==> config.mk <==
export PLATFORM = sky130hd
export DESIGN_NAME = two_level_feedback_request_scheduler_core
export DESIGN_NICKNAME = d
export VERILOG_FILES = /design/src/rtl/tlfrs_pkg.sv /design/src/rtl/tlfrs_div.sv /design/src/rtl/two_level_feedback_request_scheduler_core.sv
export SDC_FILE = /design/constraint.sdc
export NUM_CORES = 2
export LEC_CHECK = 0
export BUFFER_PORTS_ARGS = -buffer_cell sky130_fd_sc_hd__buf_2
export CORE_UTILIZATION = 55
export DETAILED_ROUTE_END_ITERATION = 10
export GPL_TIMING_DRIVEN = 0
export HOLD_SLACK_MARGIN = 0.02
export PLACE_DENSITY = 0.71
export REMOVE_ABC_BUFFERS = 1
export SLEW_MARGIN = 20
export SYNTH_ARGS = -nofsm -noshare
export SYNTH_HDL_FRONTEND = slang
export SYNTH_SLANG_ARGS = --single-unit
==> constraint.sdc <==
create_clock -name i_clk -period 36 [get_ports i_clk]
set_clock_uncertainty 0.15 [all_clocks]
set_input_delay 1.8 -clock i_clk [delete_from_list [all_inputs] [get_ports i_clk]]
set_output_delay 1.8 -clock i_clk [all_outputs]
set_load 0.02 [all_outputs]
==> src/rtl/tlfrs_pkg.sv <==
package tlfrs_pkg;

    localparam int QUEUE_DEPTH_DEF = 16;
    localparam int ID_BITS_DEF     = 8;
    localparam int TIME_BITS_DEF   = 48;

    localparam int OP_W     = 3;
    localparam int STATUS_W = 2;
    localparam int CNT_W    = 32;

    localparam logic [OP_W-1:0] OP_ADD    = 3'd0;
    localparam logic [OP_W-1:0] OP_REMOVE = 3'd1;
    localparam logic [OP_W-1:0] OP_FORCE  = 3'd2;
    localparam logic [OP_W-1:0] OP_QUERY  = 3'd3;
    localparam logic [OP_W-1:0] OP_PICK   = 3'd4;
    localparam logic [OP_W-1:0] OP_RECORD = 3'd5;

    localparam logic [STATUS_W-1:0] ST_OK        = 2'd0;
    localparam logic [STATUS_W-1:0] ST_FULL      = 2'd1;
    localparam logic [STATUS_W-1:0] ST_NOT_FOUND = 2'd2;
    localparam logic [STATUS_W-1:0] ST_NOT_FRONT = 2'd3;

    typedef struct packed {
        logic busy;
        logic done;
    } t_div_sts;

endpackage

==> src/rtl/tlfrs_div.sv <==
module tlfrs_div #(
    parameter int NUM_W = tlfrs_pkg::TIME_BITS_DEF,
    parameter int DEN_W = tlfrs_pkg::CNT_W
) (
    input  logic                 i_clk,
    input  logic                 i_rst_n,
    input  logic                 i_start,
    input  logic [NUM_W-1:0]     i_dividend,
    input  logic [DEN_W-1:0]     i_divisor,
    output logic [NUM_W-1:0]     o_quotient,
    output tlfrs_pkg::t_div_sts  o_sts
);

    localparam int STEP_W = $clog2(NUM_W + 1);

    logic [NUM_W-1:0]  r_quo;
    logic [DEN_W-1:0]  r_rem;
    logic [DEN_W-1:0]  r_den;
    logic [STEP_W-1:0] r_step;
    logic              r_busy;
    logic              r_done;

    logic [DEN_W:0] rem_sh;
    logic [DEN_W:0] diff;

    assign rem_sh = {r_rem, r_quo[NUM_W-1]};
    assign diff   = rem_sh - {1'b0, r_den};

    always_ff @(posedge i_clk) begin
        if (!i_rst_n) begin
            r_busy <= 1'b0;
            r_done <= 1'b0;
            r_step <= '0;
        end else begin
            r_done <= 1'b0;
            if (i_start) begin
                r_busy <= 1'b1;
                r_step <= STEP_W'(NUM_W);
            end else if (r_busy) begin
                r_step <= r_step - STEP_W'(1);
                if (r_step == STEP_W'(1)) begin
                    r_busy <= 1'b0;
                    r_done <= 1'b1;
                end
            end
        end
    end

    always_ff @(posedge i_clk) begin
        if (i_start) begin
            r_quo <= i_dividend;
            r_rem <= '0;
            r_den <= i_divisor;
        end else if (r_busy) begin
            if (!diff[DEN_W]) begin
                r_rem <= diff[DEN_W-1:0];
                r_quo <= {r_quo[NUM_W-2:0], 1'b1};
            end else begin
                r_rem <= rem_sh[DEN_W-1:0];
                r_quo <= {r_quo[NUM_W-2:0], 1'b0};
            end
        end
    end

    assign o_quotient = r_quo;
    assign o_sts.busy = r_busy;
    assign o_sts.done = r_done;

endmodule

==> src/rtl/two_level_feedback_request_scheduler_core.sv <==
// Two-level aging request scheduler.
// Input channel: i_in_valid / o_in_stall carry one transaction (operation, id,
// size, arrival time, current time, availability, use time). Output channel:
// o_out_valid / i_out_stall carry one result (status, granted, chosen_id) for
// every input transaction, in order.
// The block works on one transaction at a time under a small sequencer; both
// queues live in circular memories with registered reads.
// Work per transaction:
//   add, query, unused codes: no queue walk
//   remove: a head check, then a walk over one queue; forced remove walks both
//   pick: aging moves, then a head check or a first-fit walk
//   record use: waits for the bit-serial divider
// o_in_stall is high from accept until the result is loaded into the output register.
// A new transaction is accepted while a finished result waits in the output
// register; if the receiver stalls, the next result holds inside the block.
// Reset empties both queues, clears the average use time and the completed
// count, and drops any pending result.
module two_level_feedback_request_scheduler_core #(
    parameter int QUEUE_DEPTH = tlfrs_pkg::QUEUE_DEPTH_DEF,
    parameter int ID_BITS     = tlfrs_pkg::ID_BITS_DEF,
    parameter int TIME_BITS   = tlfrs_pkg::TIME_BITS_DEF
) (
    input  logic                          i_clk,
    input  logic                          i_rst_n,
    input  logic                          i_in_valid,
    output logic                          o_in_stall,
    input  logic [tlfrs_pkg::OP_W-1:0]    i_operation,
    input  logic [ID_BITS-1:0]            i_request_id,
    input  logic [TIME_BITS-1:0]          i_request_size,
    input  logic [TIME_BITS-1:0]          i_request_time,
    input  logic [TIME_BITS-1:0]          i_now_time,
    input  logic [TIME_BITS-1:0]          i_availability,
    input  logic [TIME_BITS-1:0]          i_use_time,
    output logic                          o_out_valid,
    input  logic                          i_out_stall,
    output logic [tlfrs_pkg::STATUS_W-1:0] o_status,
    output logic                          o_granted,
    output logic [ID_BITS-1:0]            o_chosen_id
);

    localparam int QW = (QUEUE_DEPTH > 1) ? $clog2(QUEUE_DEPTH) : 1;
    localparam int CW = $clog2(QUEUE_DEPTH + 1);
    localparam int LW = ID_BITS + 2 * TIME_BITS;
    localparam int HW = ID_BITS + TIME_BITS;
    localparam int NW = tlfrs_pkg::CNT_W;

    typedef enum logic [12:0] {
        S_IDLE    = 13'b0000000000001,
        S_ADD     = 13'b0000000000010,
        S_HF_RD   = 13'b0000000000100,
        S_HF_EV   = 13'b0000000001000,
        S_SCAN_RD = 13'b0000000010000,
        S_SCAN_EV = 13'b0000000100000,
        S_ESC_RD  = 13'b0000001000000,
        S_ESC_EV  = 13'b0000010000000,
        S_FIT_RD  = 13'b0000100000000,
        S_FIT_EV  = 13'b0001000000000,
        S_REC     = 13'b0010000000000,
        S_DIV     = 13'b0100000000000,
        S_DONE    = 13'b1000000000000
    } t_state;

    function automatic logic [QW-1:0] wrap_add(input logic [QW-1:0] a, input logic [CW-1:0] b);
        logic [CW:0] s;
        s = {{(CW + 1 - QW){1'b0}}, a} + {1'b0, b};
        if (s >= (CW + 1)'(QUEUE_DEPTH)) begin
            s = s - (CW + 1)'(QUEUE_DEPTH);
        end
        return s[QW-1:0];
    endfunction

    t_state r_state;

    logic [LW-1:0] low_mem  [QUEUE_DEPTH];
    logic [HW-1:0] high_mem [QUEUE_DEPTH];
    logic [LW-1:0] r_lrd;
    logic [HW-1:0] r_hrd;

    logic [QW-1:0] r_lh, r_hh;
    logic [CW-1:0] r_lc, r_hc;
    logic [CW-1:0] r_i, r_w;
    logic          r_q;
    logic          r_hit;
    logic [TIME_BITS-1:0] r_avg;
    logic [NW-1:0]        r_cnt;
    logic                 r_up;

    logic [tlfrs_pkg::OP_W-1:0] r_op;
    logic [ID_BITS-1:0]         r_id;
    logic [TIME_BITS-1:0]       r_size, r_time, r_now, r_avail, r_use;

    logic [tlfrs_pkg::STATUS_W-1:0] r_status;
    logic                           r_granted;
    logic [ID_BITS-1:0]             r_chosen;

    logic [ID_BITS-1:0]   lid, hid;
    logic [TIME_BITS-1:0] lsize, ltime, hsize, age;
    logic                 aged, full, match, out_free;
    logic [CW-1:0]        scnt;
    logic [CW:0]          total;
    logic [NW-1:0]        cnt_inc;

    logic                 l_we, h_we;
    logic [QW-1:0]        l_waddr, h_waddr, l_raddr, h_raddr;
    logic [LW-1:0]        l_wdata;
    logic [HW-1:0]        h_wdata;

    logic                 div_start;
    logic [TIME_BITS-1:0] div_num, div_quo;
    tlfrs_pkg::t_div_sts  div_sts;

    assign lid   = r_lrd[LW-1 -: ID_BITS];
    assign lsize = r_lrd[2*TIME_BITS-1 -: TIME_BITS];
    assign ltime = r_lrd[TIME_BITS-1:0];
    assign hid   = r_hrd[HW-1 -: ID_BITS];
    assign hsize = r_hrd[TIME_BITS-1:0];
    assign age   = r_now - ltime;
    assign aged  = age > r_avg;
    assign total = {1'b0, r_lc} + {1'b0, r_hc};
    assign full  = total >= (CW + 1)'(QUEUE_DEPTH);
    assign match = (r_q ? hid : lid) == r_id;
    assign scnt  = r_q ? r_hc : r_lc;
    assign cnt_inc = (r_cnt == '1) ? r_cnt : r_cnt + NW'(1);
    assign out_free = !o_out_valid || !i_out_stall;

    assign l_raddr = wrap_add(r_lh, r_i);
    assign h_raddr = wrap_add(r_hh, r_i);

    assign l_we    = ((r_state == S_ADD) && !full) || ((r_state == S_SCAN_EV) && !r_q && !match);
    assign l_waddr = (r_state == S_ADD) ? wrap_add(r_lh, r_lc) : wrap_add(r_lh, r_w);
    assign l_wdata = (r_state == S_ADD) ? {r_id, r_size, r_time} : r_lrd;
    assign h_we    = ((r_state == S_ESC_EV) && aged) || ((r_state == S_SCAN_EV) && r_q && !match);
    assign h_waddr = (r_state == S_ESC_EV) ? wrap_add(r_hh, r_hc) : wrap_add(r_hh, r_w);
    assign h_wdata = (r_state == S_ESC_EV) ? {lid, lsize} : r_hrd;

    always_ff @(posedge i_clk) begin
        if (l_we) begin
            low_mem[l_waddr] <= l_wdata;
        end
        if (h_we) begin
            high_mem[h_waddr] <= h_wdata;
        end
        r_lrd <= low_mem[l_raddr];
        r_hrd <= high_mem[h_raddr];
    end

    assign div_start = (r_state == S_REC);
    assign div_num   = r_up ? (r_use - r_avg) : (r_avg - r_use);

    tlfrs_div #(
        .NUM_W (TIME_BITS),
        .DEN_W (NW)
    ) u_div (
        .i_clk      (i_clk),
        .i_rst_n    (i_rst_n),
        .i_start    (div_start),
        .i_dividend (div_num),
        .i_divisor  (cnt_inc),
        .o_quotient (div_quo),
        .o_sts      (div_sts)
    );

    assign o_in_stall = (r_state != S_IDLE);

    always_ff @(posedge i_clk) begin
        if (i_in_valid && !o_in_stall) begin
            r_op    <= i_operation;
            r_id    <= i_request_id;
            r_size  <= i_request_size;
            r_time  <= i_request_time;
            r_now   <= i_now_time;
            r_avail <= i_availability;
            r_use   <= i_use_time;
        end
        if (r_state == S_DONE && out_free) begin
            o_status    <= r_status;
            o_granted   <= r_granted;
            o_chosen_id <= r_chosen;
        end
    end

    always_ff @(posedge i_clk) begin
        if (!i_rst_n) begin
            r_state     <= S_IDLE;
            r_lh        <= '0;
            r_hh        <= '0;
            r_lc        <= '0;
            r_hc        <= '0;
            r_i         <= '0;
            r_w         <= '0;
            r_q         <= 1'b0;
            r_hit       <= 1'b0;
            r_avg       <= '0;
            r_cnt       <= '0;
            r_up        <= 1'b0;
            r_status    <= tlfrs_pkg::ST_OK;
            r_granted   <= 1'b0;
            r_chosen    <= '0;
            o_out_valid <= 1'b0;
        end else begin
            if (r_state == S_DONE && out_free) begin
                o_out_valid <= 1'b1;
            end else if (!i_out_stall) begin
                o_out_valid <= 1'b0;
            end
            unique case (r_state)
                S_IDLE: begin
                    if (i_in_valid) begin
                        r_i       <= '0;
                        r_w       <= '0;
                        r_hit     <= 1'b0;
                        r_q       <= 1'b0;
                        r_status  <= tlfrs_pkg::ST_OK;
                        r_granted <= 1'b0;
                        r_chosen  <= '0;
                        case (i_operation)
                            tlfrs_pkg::OP_ADD: r_state <= S_ADD;
                            tlfrs_pkg::OP_REMOVE: begin
                                r_state <= (r_hc != '0) ? S_HF_RD : S_SCAN_RD;
                            end
                            tlfrs_pkg::OP_FORCE: begin
                                r_q     <= 1'b1;
                                r_state <= S_SCAN_RD;
                            end
                            tlfrs_pkg::OP_QUERY: begin
                                if (r_hc == '0) begin
                                    r_granted <= 1'b1;
                                    r_state   <= S_DONE;
                                end else begin
                                    r_state <= S_HF_RD;
                                end
                            end
                            tlfrs_pkg::OP_PICK:   r_state <= S_ESC_RD;
                            tlfrs_pkg::OP_RECORD: r_state <= S_REC;
                            default:              r_state <= S_DONE;
                        endcase
                    end
                end
                S_ADD: begin
                    if (full) begin
                        r_status <= tlfrs_pkg::ST_FULL;
                    end else begin
                        r_lc <= r_lc + CW'(1);
                    end
                    r_state <= S_DONE;
                end
                S_HF_RD: r_state <= S_HF_EV;
                S_HF_EV: begin
                    r_state <= S_DONE;
                    case (r_op)
                        tlfrs_pkg::OP_REMOVE: begin
                            if (hid != r_id) begin
                                r_status <= tlfrs_pkg::ST_NOT_FRONT;
                            end else begin
                                r_q     <= 1'b1;
                                r_state <= S_SCAN_RD;
                            end
                        end
                        tlfrs_pkg::OP_QUERY: r_granted <= (hid == r_id);
                        tlfrs_pkg::OP_PICK: begin
                            if (r_avail >= hsize) begin
                                r_granted <= 1'b1;
                                r_chosen  <= hid;
                            end
                        end
                        default: r_state <= S_DONE;
                    endcase
                end
                S_SCAN_RD: begin
                    if (r_i == scnt) begin
                        if (r_q) begin
                            r_hc <= r_w;
                        end else begin
                            r_lc <= r_w;
                        end
                        r_i <= '0;
                        r_w <= '0;
                        if (r_q && r_op == tlfrs_pkg::OP_FORCE) begin
                            r_q <= 1'b0;
                        end else begin
                            if (!r_hit) begin
                                r_status <= tlfrs_pkg::ST_NOT_FOUND;
                            end
                            r_state <= S_DONE;
                        end
                    end else begin
                        r_state <= S_SCAN_EV;
                    end
                end
                S_SCAN_EV: begin
                    if (match) begin
                        r_hit <= 1'b1;
                    end else begin
                        r_w <= r_w + CW'(1);
                    end
                    r_i     <= r_i + CW'(1);
                    r_state <= S_SCAN_RD;
                end
                S_ESC_RD: begin
                    if (r_lc != '0 && r_hc < CW'(QUEUE_DEPTH)) begin
                        r_state <= S_ESC_EV;
                    end else begin
                        r_state <= (r_hc != '0) ? S_HF_RD : S_FIT_RD;
                    end
                end
                S_ESC_EV: begin
                    if (aged) begin
                        r_hc    <= r_hc + CW'(1);
                        r_lc    <= r_lc - CW'(1);
                        r_lh    <= wrap_add(r_lh, CW'(1));
                        r_state <= S_ESC_RD;
                    end else begin
                        r_state <= (r_hc != '0) ? S_HF_RD : S_FIT_RD;
                    end
                end
                S_FIT_RD: begin
                    r_state <= (r_i == r_lc) ? S_DONE : S_FIT_EV;
                end
                S_FIT_EV: begin
                    if (r_avail >= lsize) begin
                        r_granted <= 1'b1;
                        r_chosen  <= lid;
                        r_state   <= S_DONE;
                    end else begin
                        r_i     <= r_i + CW'(1);
                        r_state <= S_FIT_RD;
                    end
                end
                S_REC: begin
                    r_cnt   <= cnt_inc;
                    r_state <= S_DIV;
                end
                S_DIV: begin
                    if (div_sts.done) begin
                        r_avg   <= r_up ? (r_avg + div_quo) : (r_avg - div_quo);
                        r_state <= S_DONE;
                    end
                end
                S_DONE: begin
                    if (out_free) begin
                        r_state <= S_IDLE;
                    end
                end
                default: r_state <= S_IDLE;
            endcase
            if (r_state == S_IDLE && i_in_valid) begin
                r_up <= (i_use_time >= r_avg);
            end
        end
    end

endmodule

==> results.toml <==
[status]
outcome = "finished, violations left"
violated_checks = "design-rule violations"

[floorplan]
num_rows = 184
start_util = 0.553
fp.dieArea_um2 = 254000
chipHeight_um = 504
pin_count = 268
floorplan.die.width_um = 504
placeableCoreArea_um2 = 251000

[grt]
largest_net_degree_at_the_start_of_global_routing = 76
grt_overflow_total = 0
grt_resource_usage_total = 0.288
grt_antenna_before_repair = 12
first_global_vias = 83326
grt_pass1_wl_um = 542000

[placement]
port_buffers = 267
routabilityCongestion = 0.901
cell_area_after_placement_um2 = 150000
dp_cells = 12403
detailedPlacementHpwl_um = 246000

[timing]
grt_setup_unrepaired = "false"
max_slew_margin = 0.172
hold_ws_ns = 0.322
timing_max_transition_violations_final = 0
setup_viol = 0
worst_pin_slew_ns = 1.23
timing.final.crit_period_ns = 7.72
finalCritPeriodShare = 0.215
hold_viol = 0
achievable-frequency_ghz = 0.129

[critical_path]
critical_path.n_buffers_inverters = 3
crit_fanout = 16
crit_family = "compound AO/OA/AOI/OAI gates"
timing.setup.critical_path_class = "reg2reg"
timing.critical_path.slowest_stage_cell = "nor2_4"
slowest_delay_ns = 0.71
worstSetupStartpointType = "flip-flop"
critPathCaptureType = "flip-flop"
required_worst_endpoint_ns = 36.44
worst_ep_arrival_time_ns = 8.17
cp_cell_sequence = "inv_1 -> ha_1 -> a21o_1 -> a21oi_1 -> o21bai_1 -> nor3_1 -> o211ai_1 -> a31oi_1 -> nor3_1 -> a2111oi_0 -> o21bai_1 -> o22ai_1 -> xnor2_1 -> ha_1 -> nand4_1 -> nor2_1 -> nand4_1 -> nor2_1 -> a211oi_2 -> o21ai_0 -> o21ai_1 -> nor2_4 -> buf_12 -> buf_12"

[routing]
drt-vias-per-instance = 6.39
maxUsedRoutingLayer = "met5"
wl_per_cell_um = 28.3
detail_route.iter0.violations = 9340
vias = 83178
wire_length_on_met3_um = 35500
drt.antenna.violating_nets = 0
remaining_drc_errors = 2
dr.pass1.iters = 9
total_wire_length_um = 369000
wl_met1_um = 145000
met2_length_um = 171000

[power]
cellInternalPower_mw = 6.41
share_clk_of_total_power = 0.411
p_seq_frac = 0.501
share_comb_of_total_power = 0.088
p_per_area_nw_per_um2 = 52.0
netSwitchingPower_mw = 1.96
p_sw_frac = 0.234
p_leak_nw = 55.8
ir_drop_mv = 0.0503

[clock_tree]
cts-hold-fix-buffers = 0
post_cts_setup_buffers = 0
clkTransAtPathRegs_ns = 0.06
clock_tree.htree_level_count = 5
numClockSinks = 3234
cts-buffers-inserted = 333
clock-root-buffer = "clkbuf_16"
cts_repair_resize_count = 0
clock_tree_from_tritoncts = "built"
clk-insertion-delay-late_ns = 0.91
clock_tree.buffer_depth = 4

[hold_path]
hold_class = "reg2reg"

[synthesis]
synth_async_sr_flop_share = 0
netlist_top_cells_count = "2902 x edfxtp_1, 951 x nand2_1, 696 x mux4_2"
synth-seq-area-share = 0.676
ys_types = 100
number_of_enable_type_register_cells_in_the_synthesized_netlist = 2902
post_synth_inst_count = 8881
synth_area_per_cell_um2 = 15.6
syn-cell-area_um2 = 139000
yosysWarningCount = 0
synth.most_common_cell = "edfxtp_1"
synth.top_cell.area_share = 0.628
synth-main-ff-cell = "edfxtp_1"
yosysTopAreaCell = "edfxtp_1"
synth.area.top_cells = "edfxtp_1 63%, mux4_2 11%, dfxtp_1 4.8%"
synth_seq_cells = 3234

[layout]
area_growth_from_synthesis_to_layout_pct = 15.9
finalNetCount = 10087
final_cell_area_um2 = 161000
post_route_cells_drive_above_1_share = 0.195
final_cells = 13015

[run]
cap_viol_max_count = 0
## per-stage QoR
stage | power, mW | setup TNS [ns] | setup WS [ns] | util
after floorplan | 4.78 | 0 | 9.94 | -
after global placement | 4.99 | -98.83 | -1.15 | 0.568
after detailed placement | 4.99 | 0 | 28.11 | 0.597
after CTS | 8.41 | 0 | 28.07 | 0.641
after global routing | 8.63 | 0 | 27.74 | 0.641
final | 8.37 | 0 | 28.28 | 0.641
## cell usage in the layout (no fill, tap or decap), types with 81 or more instances in the layout
cell	synthesis	final
a21oi_1	480	479
a31oi_1	142	142
and3_1	134	134
nand2_1	951	950
mux4_2	696	696
buf_12	0	120
nand4_1	99	99
dfxtp_1	332	326
o21ai_1	7	149
inv_1	363	358
a21o_1	169	169
ha_1	434	433
nand3_1	81	81
buf_16	0	134
xor2_1	143	141
edfxtp_1	2902	2902
clkbuf_16	0	335
xnor2_1	163	161
nor2_1	309	276
buf_2	10	266
o21ai_0	406	262
## final timing paths
kind         startpoint         endpoint  slack (ns)  cells past startpoint
min reg2reg   r_cnt[24]        r_cnt[24]        0.32                      2
min           r_cnt[24]        r_cnt[24]        0.32                      2
max reg2reg   r_lrd[16]  high_mem[1][18]       28.28                     24
max           r_lrd[16]  high_mem[1][18]       28.28                     24
## sequential cells by signal (all words and copies together) (netlist names), 48 cells and up
| signal | cells |
|---|---|
| r_size | 48 |
| u_div.o_quotient | 48 |
| high_mem | 896 |
| r_time | 48 |
| r_avail | 48 |
| r_avg | 48 |
| r_lrd | 104 |
| r_now | 48 |
| r_hrd | 56 |
| low_mem | 1664 |
| r_use | 48 |
## routing by layer
layer	vias to the layer above	GRT usage
li1	35479	-
met1	42367	0.407
met2	4561	0.452
met3	769	0.0417
met4	2	0.123
met5	-	0
## final cells by class
class                      instances  area [um^2]
antenna                            3         7.51
clock buffer                     443         9150
clock inverter                   166         1720
fill                           16917        90300
inverter                         363         1370
multi-input combinational       4872        42500
sequential                      3234        93800
tap                             3348         4190
timing repair buffer             586         8200
## logic make-up after synthesis
| family | count (synthesis) | synth area share |
|---|---|---|
| AND/OR/NAND/NOR | 1874 | 0.0617 |
| adder cells (fa/ha/maj) | 442 | 0.0403 |
| buffers and inverters | 775 | 0.0211 |
| XOR/XNOR | 309 | 0.0197 |
| multiplexers | 736 | 0.116 |
| flip-flops | 3234 | 0.676 |
| AO/OA/AOI/OAI | 1511 | 0.0657 |
## power by group through the flow
| stage | Combinational (mW) | Sequential, mW | Clock [mW] |
|---|---|---|---|
| 6_report | 0.736 | 4.20 | 3.44 |
| 5_1_grt | 0.813 | 4.20 | 3.62 |
| 4_1_cts | 0.728 | 4.19 | 3.48 |
| 3_5_place_dp | 0.720 | 4.27 | 0 |
| 3_3_place_gp | 0.672 | 4.32 | 0 |
| 2_1_floorplan | 0.509 | 4.27 | 0 |
## worst register-to-register path, stage by stage (launching register included)
cell	delay, ns
dfxtp_1	0.30
inv_1	0.32
ha_1	0.37
a21o_1	0.18
a21oi_1	0.24
o21bai_1	0.13
nor3_1	0.24
o211ai_1	0.26
a31oi_1	0.38
nor3_1	0.13
a2111oi_0	0.50
o21bai_1	0.21
o22ai_1	0.20
xnor2_1	0.10
ha_1	0.29
nand4_1	0.16
nor2_1	0.29
nand4_1	0.20
nor2_1	0.35
a211oi_2	0.28
o21ai_0	0.45
o21ai_1	0.42
nor2_4	0.71
buf_12	0.29
buf_12	0.23
Power figures use the tool's default switching activity.
